$ cat src/rtl/url_target_tokenizer_defines.svh
// Assertion macros used by the tokenizer parser RTL.
`ifndef URL_TARGET_TOKENIZER_DEFINES_SVH
`define URL_TARGET_TOKENIZER_DEFINES_SVH

`ifndef SYNTHESIS

`define UTT_ASSERT(lbl, clk, rst_n, prop) \
    lbl: assert property (@(posedge clk) disable iff (!rst_n) prop) \
        else $error("tokenizer assertion failed");

`define UTT_NEVER(lbl, clk, rst_n, cond) \
    lbl: assert property (@(posedge clk) disable iff (!rst_n) !(cond)) \
        else $error("tokenizer forbidden condition seen");

`else

`define UTT_ASSERT(lbl, clk, rst_n, prop)

`define UTT_NEVER(lbl, clk, rst_n, cond)

`endif

`endif

$ cat src/rtl/utt_pkg.sv
`timescale 1ns / 1ps

package utt_pkg;

    localparam logic [1:0] SEC_PATH  = 2'd0;
    localparam logic [1:0] SEC_NAME  = 2'd1;
    localparam logic [1:0] SEC_VALUE = 2'd2;

    localparam logic [1:0] ESC_IDLE   = 2'd0;
    localparam logic [1:0] ESC_FIRST  = 2'd1;
    localparam logic [1:0] ESC_SECOND = 2'd2;

    localparam logic [7:0] CH_PERCENT = 8'h25;
    localparam logic [7:0] CH_QUEST   = 8'h3F;
    localparam logic [7:0] CH_SLASH   = 8'h2F;
    localparam logic [7:0] CH_EQUAL   = 8'h3D;
    localparam logic [7:0] CH_AMP     = 8'h26;
    localparam logic [7:0] CH_PLUS    = 8'h2B;
    localparam logic [7:0] CH_SPACE   = 8'h20;

    typedef struct packed {
        logic [1:0] kind;
        logic       has_byte;
        logic [7:0] out_byte;
        logic       token_end;
        logic       no_value;
        logic       target_done;
        logic       error;
    } result_t;

    typedef struct packed {
        logic       ok;
        logic [3:0] value;
    } hex_t;

    function automatic hex_t hex_decode(input logic [7:0] c);
        hex_t h;
        h = '0;
        if (c >= 8'h30 && c <= 8'h39)
        begin
            h.ok    = 1'b1;
            h.value = 4'(c - 8'h30);
        end
        else if (c >= 8'h41 && c <= 8'h46)
        begin
            h.ok    = 1'b1;
            h.value = 4'(c - 8'h37);
        end
        else if (c >= 8'h61 && c <= 8'h66)
        begin
            h.ok    = 1'b1;
            h.value = 4'(c - 8'h57);
        end
        return h;
    endfunction

endpackage

$ cat src/rtl/utt_parser.sv
`timescale 1ns / 1ps
`include "url_target_tokenizer_defines.svh"

module utt_parser
    import utt_pkg::*;
(
    input  logic       clk,
    input  logic       rst_n,
    input  logic       in_valid,
    input  logic [7:0] ch,
    input  logic       end_mark,
    input  logic       out_free,
    output logic       go,
    output logic       res_valid,
    output result_t    res
);

    logic [1:0] section_reg, section_next;
    logic [1:0] escape_reg, escape_next;
    logic [3:0] nibble_reg, nibble_next;
    logic       at_start_reg, at_start_next;
    logic       failed_reg, failed_next;

    logic [1:0] sec;
    hex_t       hex;
    logic [7:0] plain_byte;

    assign sec        = (section_reg > SEC_VALUE) ? SEC_VALUE : section_reg;
    assign hex        = hex_decode(ch);
    assign plain_byte = (ch == CH_PLUS) ? CH_SPACE : ch;

    always_comb
    begin
        section_next  = section_reg;
        escape_next   = escape_reg;
        nibble_next   = nibble_reg;
        at_start_next = at_start_reg;
        failed_next   = failed_reg;
        res_valid     = 1'b0;
        res           = '0;
        if (end_mark)
        begin
            res_valid = 1'b1;
            res.target_done = 1'b1;
            if (failed_reg || escape_reg != ESC_IDLE)
            begin
                res.error = 1'b1;
            end
            else
            begin
                res.kind      = sec;
                res.token_end = 1'b1;
                res.no_value  = (sec == SEC_NAME);
            end
            section_next  = SEC_PATH;
            escape_next   = ESC_IDLE;
            nibble_next   = '0;
            at_start_next = 1'b1;
            failed_next   = 1'b0;
        end
        else if (!failed_reg)
        begin
            at_start_next = 1'b0;
            if (!(at_start_reg && ch == CH_SLASH))
            begin
                if (escape_reg != ESC_IDLE)
                begin
                    if (!hex.ok)
                    begin
                        failed_next = 1'b1;
                        escape_next = ESC_IDLE;
                    end
                    else if (escape_reg == ESC_FIRST)
                    begin
                        nibble_next = hex.value;
                        escape_next = ESC_SECOND;
                    end
                    else
                    begin
                        escape_next  = ESC_IDLE;
                        res_valid    = 1'b1;
                        res.kind     = sec;
                        res.has_byte = 1'b1;
                        res.out_byte = {nibble_reg, hex.value};
                    end
                end
                else if (ch == CH_PERCENT)
                begin
                    escape_next = ESC_FIRST;
                end
                else
                begin
                    res_valid = 1'b1;
                    res.kind  = sec;
                    case (sec)
                        SEC_PATH:
                        begin
                            if (ch == CH_SLASH || ch == CH_QUEST)
                            begin
                                res.token_end = 1'b1;
                                if (ch == CH_QUEST)
                                begin
                                    section_next = SEC_NAME;
                                end
                            end
                            else
                            begin
                                res.has_byte = 1'b1;
                                res.out_byte = ch;
                            end
                        end
                        SEC_NAME:
                        begin
                            if (ch == CH_EQUAL)
                            begin
                                res.token_end = 1'b1;
                                section_next  = SEC_VALUE;
                            end
                            else if (ch == CH_AMP)
                            begin
                                res.token_end = 1'b1;
                                res.no_value  = 1'b1;
                            end
                            else
                            begin
                                res.has_byte = 1'b1;
                                res.out_byte = plain_byte;
                            end
                        end
                        default:
                        begin
                            if (ch == CH_AMP)
                            begin
                                res.token_end = 1'b1;
                                section_next  = SEC_NAME;
                            end
                            else
                            begin
                                res.has_byte = 1'b1;
                                res.out_byte = plain_byte;
                            end
                        end
                    endcase
                end
            end
        end
    end

    assign go = in_valid && (out_free || !res_valid);

    always_ff @(posedge clk or negedge rst_n)
    begin
        if (!rst_n)
        begin
            section_reg  <= SEC_PATH;
            escape_reg   <= ESC_IDLE;
            nibble_reg   <= '0;
            at_start_reg <= 1'b1;
            failed_reg   <= 1'b0;
        end
        else if (go)
        begin
            section_reg  <= section_next;
            escape_reg   <= escape_next;
            nibble_reg   <= nibble_next;
            at_start_reg <= at_start_next;
            failed_reg   <= failed_next;
        end
    end

    `UTT_ASSERT(a_end_section, clk, rst_n, (go && end_mark) |=> (section_reg == SEC_PATH))
    `UTT_ASSERT(a_end_escape, clk, rst_n, (go && end_mark) |=> (escape_reg == ESC_IDLE))
    `UTT_ASSERT(a_end_flags, clk, rst_n, (go && end_mark) |=> (at_start_reg && !failed_reg))
    `UTT_NEVER(a_byte_and_end, clk, rst_n, res_valid && res.has_byte && res.token_end)
    `UTT_NEVER(a_failed_silent, clk, rst_n, in_valid && failed_reg && !end_mark && res_valid)
    `UTT_ASSERT(a_error_is_done, clk, rst_n, (res_valid && res.error) |-> res.target_done)

endmodule

$ cat src/rtl/url_target_tokenizer.sv
`timescale 1ns / 1ps

// Channel  | Handshake            | Payload
// ---------+----------------------+----------------------------------------------
// input    | in_valid / in_ready  | ch, end_mark
// output   | out_valid / out_ready| kind, has_byte, out_byte, token_end, no_value,
//          |                      | target_done, error
//
// One request is accepted per clock unless the output stalls; results can leave
// back to back. Requests pass the input register, then the result register.
// The rate is set by the single decode step between input and result registers.
// Reset (rst_n low) empties both registers and starts a new target.
// A stalled output holds its result; the input register still takes one request.

module url_target_tokenizer
    import utt_pkg::*;
(
    input  logic       clk,
    input  logic       rst_n,
    input  logic       in_valid,
    output logic       in_ready,
    input  logic [7:0] ch,
    input  logic       end_mark,
    output logic       out_valid,
    input  logic       out_ready,
    output logic [1:0] kind,
    output logic       has_byte,
    output logic [7:0] out_byte,
    output logic       token_end,
    output logic       no_value,
    output logic       target_done,
    output logic       error
);

    logic       stage_valid_reg, stage_valid_next;
    logic [7:0] ch_reg;
    logic       end_reg;
    logic       out_valid_reg, out_valid_next;
    result_t    result_reg;

    logic       go;
    logic       res_valid;
    result_t    res;
    logic       out_free;

    assign out_free = !out_valid_reg || out_ready;
    assign in_ready = !stage_valid_reg || go;

    utt_parser u_parser (
        .clk       (clk),
        .rst_n     (rst_n),
        .in_valid  (stage_valid_reg),
        .ch        (ch_reg),
        .end_mark  (end_reg),
        .out_free  (out_free),
        .go        (go),
        .res_valid (res_valid),
        .res       (res)
    );

    always_comb
    begin
        stage_valid_next = stage_valid_reg;
        if (in_valid && in_ready)
        begin
            stage_valid_next = 1'b1;
        end
        else if (go)
        begin
            stage_valid_next = 1'b0;
        end
        out_valid_next = out_valid_reg;
        if (go && res_valid)
        begin
            out_valid_next = 1'b1;
        end
        else if (out_ready)
        begin
            out_valid_next = 1'b0;
        end
    end

    always_ff @(posedge clk or negedge rst_n)
    begin
        if (!rst_n)
        begin
            stage_valid_reg <= 1'b0;
            out_valid_reg   <= 1'b0;
        end
        else
        begin
            stage_valid_reg <= stage_valid_next;
            out_valid_reg   <= out_valid_next;
        end
    end

    always_ff @(posedge clk)
    begin
        if (in_valid && in_ready)
        begin
            ch_reg  <= ch;
            end_reg <= end_mark;
        end
        if (go && res_valid)
        begin
            result_reg <= res;
        end
    end

    assign out_valid   = out_valid_reg;
    assign kind        = result_reg.kind;
    assign has_byte    = result_reg.has_byte;
    assign out_byte    = result_reg.out_byte;
    assign token_end   = result_reg.token_end;
    assign no_value    = result_reg.no_value;
    assign target_done = result_reg.target_done;
    assign error       = result_reg.error;

endmodule
$ cat config.mk
export PLATFORM = sky130hd
export DESIGN_NAME = url_target_tokenizer
export DESIGN_NICKNAME = d
export VERILOG_FILES = /design/src/rtl/utt_pkg.sv /design/src/rtl/utt_parser.sv /design/src/rtl/url_target_tokenizer.sv
export VERILOG_INCLUDE_DIRS = /design/src /design/src/rtl
export SDC_FILE = /design/constraint.sdc
export NUM_CORES = 1
export LEC_CHECK = 0
export BUFFER_PORTS_ARGS = -buffer_cell sky130_fd_sc_hd__buf_4
export CORE_UTILIZATION = 40
export DETAILED_ROUTE_END_ITERATION = 10
export GPL_TIMING_DRIVEN = 0
export SKIP_CTS_REPAIR_TIMING = 1
export SYNTH_ARGS = -nofsm -noshare
export SYNTH_HDL_FRONTEND = slang
export SYNTH_SLANG_ARGS = --single-unit
$ cat constraint.sdc
create_clock -name clk -period 2.8 [get_ports clk]
set_clock_uncertainty 0.05 [all_clocks]
set_input_delay 0.56 -clock clk [delete_from_list [all_inputs] [get_ports clk]]
set_output_delay 0.56 -clock clk [all_outputs]
set_load 0.05 [all_outputs]
* Yosys cells after proc, flatten, opt, wreduce, memory -nomap -nowiden
Cells that the tools add are included.
Operators by class: reductions and logical operators 29, magnitude comparators 7, mux-type cells 69, equal/unequal tests 15, add/sub/neg operators 3
Operator list (count):
- $eq A8 B6 Y1 const B | 6
- $mux W2 | 24
- $mux W13 | 3
- $mux W11 | 3
- $mux W9 | 3
- $mux W1 | 24
- $mux W4 | 6
- $pmux W10 S2 | 1
- $ge A8 B7 Y1 const B | 2
- $le A8 B7 Y1 const B | 2
- $mux W5 | 3
- $reduce_bool A2 Y1 | 6
- $reduce_and A9 Y1 | 1
- $ge A8 B6 Y1 const B | 1
- $le A8 B6 Y1 const B | 1
- $mux W8 | 1
- $ne A2 B2 Y1 const B | 4
- $sub A4 B3 Y4 const B | 2
- $logic_and A1 B1 Y1 | 7
- $ne A3 B2 Y1 const B | 2
- $reduce_and A6 Y1 | 1
- $logic_or A1 B1 Y1 | 5
- $eq A2 B1 Y1 const B | 2
- $pmux W2 S2 | 1
- other kinds (10) | 12
Word-level totals: register bits after elaboration 36, output and inout port bits 17

* Logic depth before layout (Yosys ltp)
depth in word-level cells 16, mapped depth 9, mapped depth without buffers 8

* Hierarchy
A second synthesis with hierarchy kept.
Unflattened totals: cell total of the unflattened synthesis 186, area, all modules 2049.5 um^2
By module, submodules not included:
- utt_parser | area each 1228.7 um^2, cells each 154, sequential area each 251.5 um^2, times used 1
- url_target_tokenizer | area each 820.8 um^2, cells each 32, sequential area each 770.7 um^2, times used 1

* Least setup slack after synthesis
OpenSTA, ideal clock, no wires.
path kind register to register, start reg ch_reg[1], end reg ch_reg[0] (enable), cell stages (with the launch flop) 10, arrival 2.303 ns, clock period less this slack 2.734 ns, buffers on the path 1, required time 2.369 ns, setup slack 0.066 ns, cell sequence edfxtp_1 > inv_1 > ha_1 > buf_2 > o21bai_1 > a21oi_4 > a22oi_4 > nand2_1 > a21o_1 > a31oi_1
Between the ends: longest elaborated chain between the ends 15, elaborated cells between the ends (all ways) 26
RTL lines:
- from (decl) | line url_target_tokenizer.sv:36 | logic [7:0] ch_reg;
- from (signal assigned) | line url_target_tokenizer.sv:101 | ch_reg <= ch;
- $ge A8 B7 Y1 / $le A8 B7 Y1 (equally long branches) | line utt_pkg.sv:49 | else if (c >= 8'h61 && c <= 8'h66)
- $logic_and A1 B1 Y1 | line utt_pkg.sv:49
- $mux W5 | line utt_pkg.sv:49
- $mux W5 | line utt_pkg.sv:44 | else if (c >= 8'h41 && c <= 8'h46)
- $mux W5 | line utt_pkg.sv:39 | if (c >= 8'h30 && c <= 8'h39)
- $mux W1 | line utt_parser.sv:68 | if (!hex.ok)
- $mux W1 | line utt_parser.sv:66 | if (escape_reg != ESC_IDLE)
- $mux W1 (*) | line utt_parser.sv:64 | if (!(at_start_reg && ch == CH_SLASH))
- $mux W1 (*) | line utt_parser.sv:61 | else if (!failed_reg)
- $mux W1 (*) | line utt_parser.sv:41 | if (end_mark)
- $logic_not A1 Y1 (*) | line utt_parser.sv:149 | assign go = in_valid && (out_free || !res_valid);
- $logic_or A1 B1 Y1 (*) | line utt_parser.sv:149
- $logic_and A1 B1 Y1 (*) | line utt_parser.sv:149
- $logic_or A1 B1 Y1 (*) | line url_target_tokenizer.sv:47 | assign in_ready = !stage_valid_reg || go;
- $logic_and A1 B1 Y1 (*) | line url_target_tokenizer.sv:99 | if (in_valid && in_ready)
Every way passes the cells marked *; elsewhere a longest branch is shown, timed or not. A chain may end at the register's enable or synchronous reset.

* Worst setup path after layout
start reg ch_reg[0], end out in_ready
Between the ends: longest elaborated chain between the ends 14, elaborated cells between the ends (all ways) 25
RTL lines:
- $ge A8 B7 Y1 / $le A8 B7 Y1 (equally long branches) | line utt_pkg.sv:49
- $logic_and A1 B1 Y1 | line utt_pkg.sv:49
- $mux W5 | line utt_pkg.sv:49
- $mux W5 | line utt_pkg.sv:44
- $mux W5 | line utt_pkg.sv:39
- $mux W1 | line utt_parser.sv:68
- $mux W1 | line utt_parser.sv:66
- $mux W1 (*) | line utt_parser.sv:64
- $mux W1 (*) | line utt_parser.sv:61
- $mux W1 (*) | line utt_parser.sv:41
- $logic_not A1 Y1 (*) | line utt_parser.sv:149
- $logic_or A1 B1 Y1 (*) | line utt_parser.sv:149
- $logic_and A1 B1 Y1 (*) | line utt_parser.sv:149
- $logic_or A1 B1 Y1 (*) | line url_target_tokenizer.sv:47
- to (decl) | line url_target_tokenizer.sv:21 | output logic in_ready,
Marks and branches as above.

==> results.md <==
* CP Max Fanout at 6
* Die area at 5460 sq um
* Total gr overflow at 0
* Worst setup EP type: output port
* Distinct cells, synth at 57
* Fmax at 356 MHz
* RePlAce Congestion at 0.849
* Lkg Pwr at 1.05 nW
* Post-route ant nets at 0
* Vias/cell at 5.48
* Die width at 73.9 um
* Maxcap violations at 0
* Part of the power in registers at 39.9%
* Number of buffers inserted by port buffering at 29
* Cell area after synthesis at 2070 sq um
* Mapped Cells at 195
* Drc violations at 0
* Gate power share at 40.3%
* Cts bufs inserted at 5
* Num ports at 30
* Setup TNS Final at -5.47 ps
* Commonest non-fill, non-tap cell in the layout: buf_4
* M2 GR Usage at 28.8%
* Primary FF master, synth: edfxtp_1
* Final hold vios at 0
* Hold Path Class: in -> async
* Relative slew slack at 55.8%
* Failing checks: negative setup slack
* Avg Inst Size Synth at 10.6 sq um
* #FFs+latches synth at 36
* RSZ-0062 raised after global routing: true
* Clk Latency, worst-skew pair at 290 ps
* Core footprint at 4850 sq um
* Post-synthesis net count at 212
* Pwr Total at 1.90 mW
* Met1 Use GR at 24.2%
* Starting Density at 42.6%
* Switching power at 740 uW
* Critical path class: reg -> out
* CTS root buffer: clkbuf_8
* WL per Instance at 15.2 um
* First-pass GRT wire length at 7.31 mm
* Power Internal at 1.16 mW
* Critical path's largest stage delay at 430 ps
* PD cells at 722 nW/um^2
* Arr. time, crit path at 2200 ps
* Sequential area share after synthesis at 49.5%
* Ant. Diodes at 0
* FP Rows at 25
* Minimum clock period at 2810 ps
* Overall Global Routing Usage at 18.1%
* Final setup fails at 1
* Total Routed Length at 4.70 mm
* CP Cell Sequence: buf_4 -> ha_4 -> buf_6 -> o21bai_4 -> a21oi_4 -> a22oi_4 -> nand2_1 -> a21o_4 -> nand3_4 -> buf_8
* Clock buffer depth at 2
* CTS tree: yes
* CTS sink cnt at 36
* # fillers at 420
* Final hold slack at 47.8 ps
* Count of pins over their slew limit at 0
* Largest net degree at the start of global routing at 16
* Data required time of the worst path at 2190 ps
* Clock network power share at 19.8%
* Count of flip-flops with a built-in enable after synthesis at 24
* Pin slew with the least headroom to its limit at 663 ps
* Die H at 73.9 um
* Layout cell share with drive strength beyond 1 at 31.7%
* Period Utilization, post-route at 100%
* Antenna violations before repair at 0
* CP Launch Type: flip-flop
* Layout Nets at 259
* Result of the run: finished, violations left
* Sw Ratio at 38.9%
* Number of global-route vias before repair at 1524
* Drt pass-1 iters at 4
* Async S/R FF share, synth at 33.3%
* Htree depth at 2
* Reg clk slew, reported paths at 70 ps
* GR Layer Usage met3 at 4.12%
* Most frequent cells in the layout: 39 x buf_4, 24 x edfxtp_1, 19 x nor2_1
* Final worst slack at -5.47 ps
* Post-DP HPWL at 3.28 mm
* Drt first-iter violations at 111
* VDD IR max at 346 uV
* DR vias at 1699
* Slowest cell on crit path: edfxtp_1
* YS warnings at 0
* Gr busiest metal: met2
* Area Growth Syn to Fin at 27.4%
## metal layers
metal,vias up,share of wire [%]
met5,-,0
met4,0,1.6
met3,7,4.4
met2,51,47
met1,817,47
li1,824,-
## synthesized netlist by cell type, types with 2 or more instances
cell       n  area [sq um]
a21o_1     4          30.0
nor2_1    19          71.3
buf_6      2          22.5
o211ai_1   2          15.0
nand2b_1   2          12.5
o21ai_0    6          30.0
nor3_1     2          10.0
dfrtp_1   11           275
a31oi_1    6          37.5
clkbuf_4   2          15.0
nand3_1   10          50.1
nand2_1   18          67.6
a21boi_0   2          15.0
a21oi_1   12          60.1
a22o_1     4          35.0
nor2b_1    5          31.3
a41oi_1    2          17.5
buf_2      5          25.0
ha_1       4          50.1
a32oi_1    2          17.5
nor3b_1    2          15.0
inv_1      7          26.3
nor4_1     2          12.5
and2_1     2          12.5
a22oi_1    4          30.0
clkbuf_1   2          7.51
edfxtp_1  24           721
and3_1     3          18.8
## critical path: cells and delay by family (launching register included)
family          cells  cell delay, ps
compound gates      4             710
simple gates        2             170
flops               1             430
fa+ha+maj           1             140
buf+inv             3             430
## logic make-up (layout without fill, tap and decap cells)
kind of cell | after synthesis | count (layout) | synth area share (%)
adder cells (fa/ha/maj) | 4 | 4 | 2.42
buffers and inverters | 19 | 67 | 5.02
multiplexers | 1 | 1 | 0.484
XOR/XNOR | 1 | 1 | 0.424
AND/OR/NAND/NOR | 75 | 75 | 20.0
AO/OA/AOI/OAI | 59 | 59 | 22.2
flip-flops | 36 | 36 | 49.5
## through the flow
stage               util (%)  worst slack [ps]  instances  area, sq um
floorplan                  -              66.2        195         2070
global placement        48.9              -422        291         2370
detailed placement      48.9              -436        291         2370
CTS                     50.7              -446        299         2460
global route            54.3              -119        310         2630
finish                  54.3             -5.47        310         2630
## power by group through the flow
| stage | clock (mW) | combinational [mW] | sequential (mW) |
|---|---|---|---|
| after global placement | 0 | 0.700 | 0.767 |
| after detailed placement | 0 | 0.700 | 0.764 |
| final | 0.377 | 0.765 | 0.758 |
| after floorplan | 0 | 0.340 | 0.937 |
| after CTS | 0.384 | 0.703 | 0.754 |
| after global routing | 0.406 | 0.827 | 0.769 |
## layout make-up
type / count / area [sq um] / share of cell area [%]
buffer: 12 / 87.6 / 3.33
sequential: 36 / 1020 / 38.8
multi-input combinational: 140 / 1010 / 38.5
inverter: 7 / 26.3 / 0.998
clock buffer: 8 / 90.1 / 3.42
tap: 67 / 83.8 / 3.18
timing repair buffer: 40 / 308 / 11.7
## worst paths after layout
check | startpoint | slack (ps) | endpoint | cells past startpoint
worst max-delay path | ch_reg[0] | -5 | in_ready | 10
worst min register to register | u_parser.nibble_reg[3] | 460 | u_parser.nibble_reg[3] | 1
min in group clk | ch[5] | 390 | ch_reg[5] | 1
max in group asynchronous | rst_n | 2420 | u_parser.at_start_reg | 1
worst max register to register | ch_reg[0] | 150 | out_byte[2] | 6
worst min-delay path | rst_n | 50 | out_valid | 1
(Power assumes the default switching activity.)
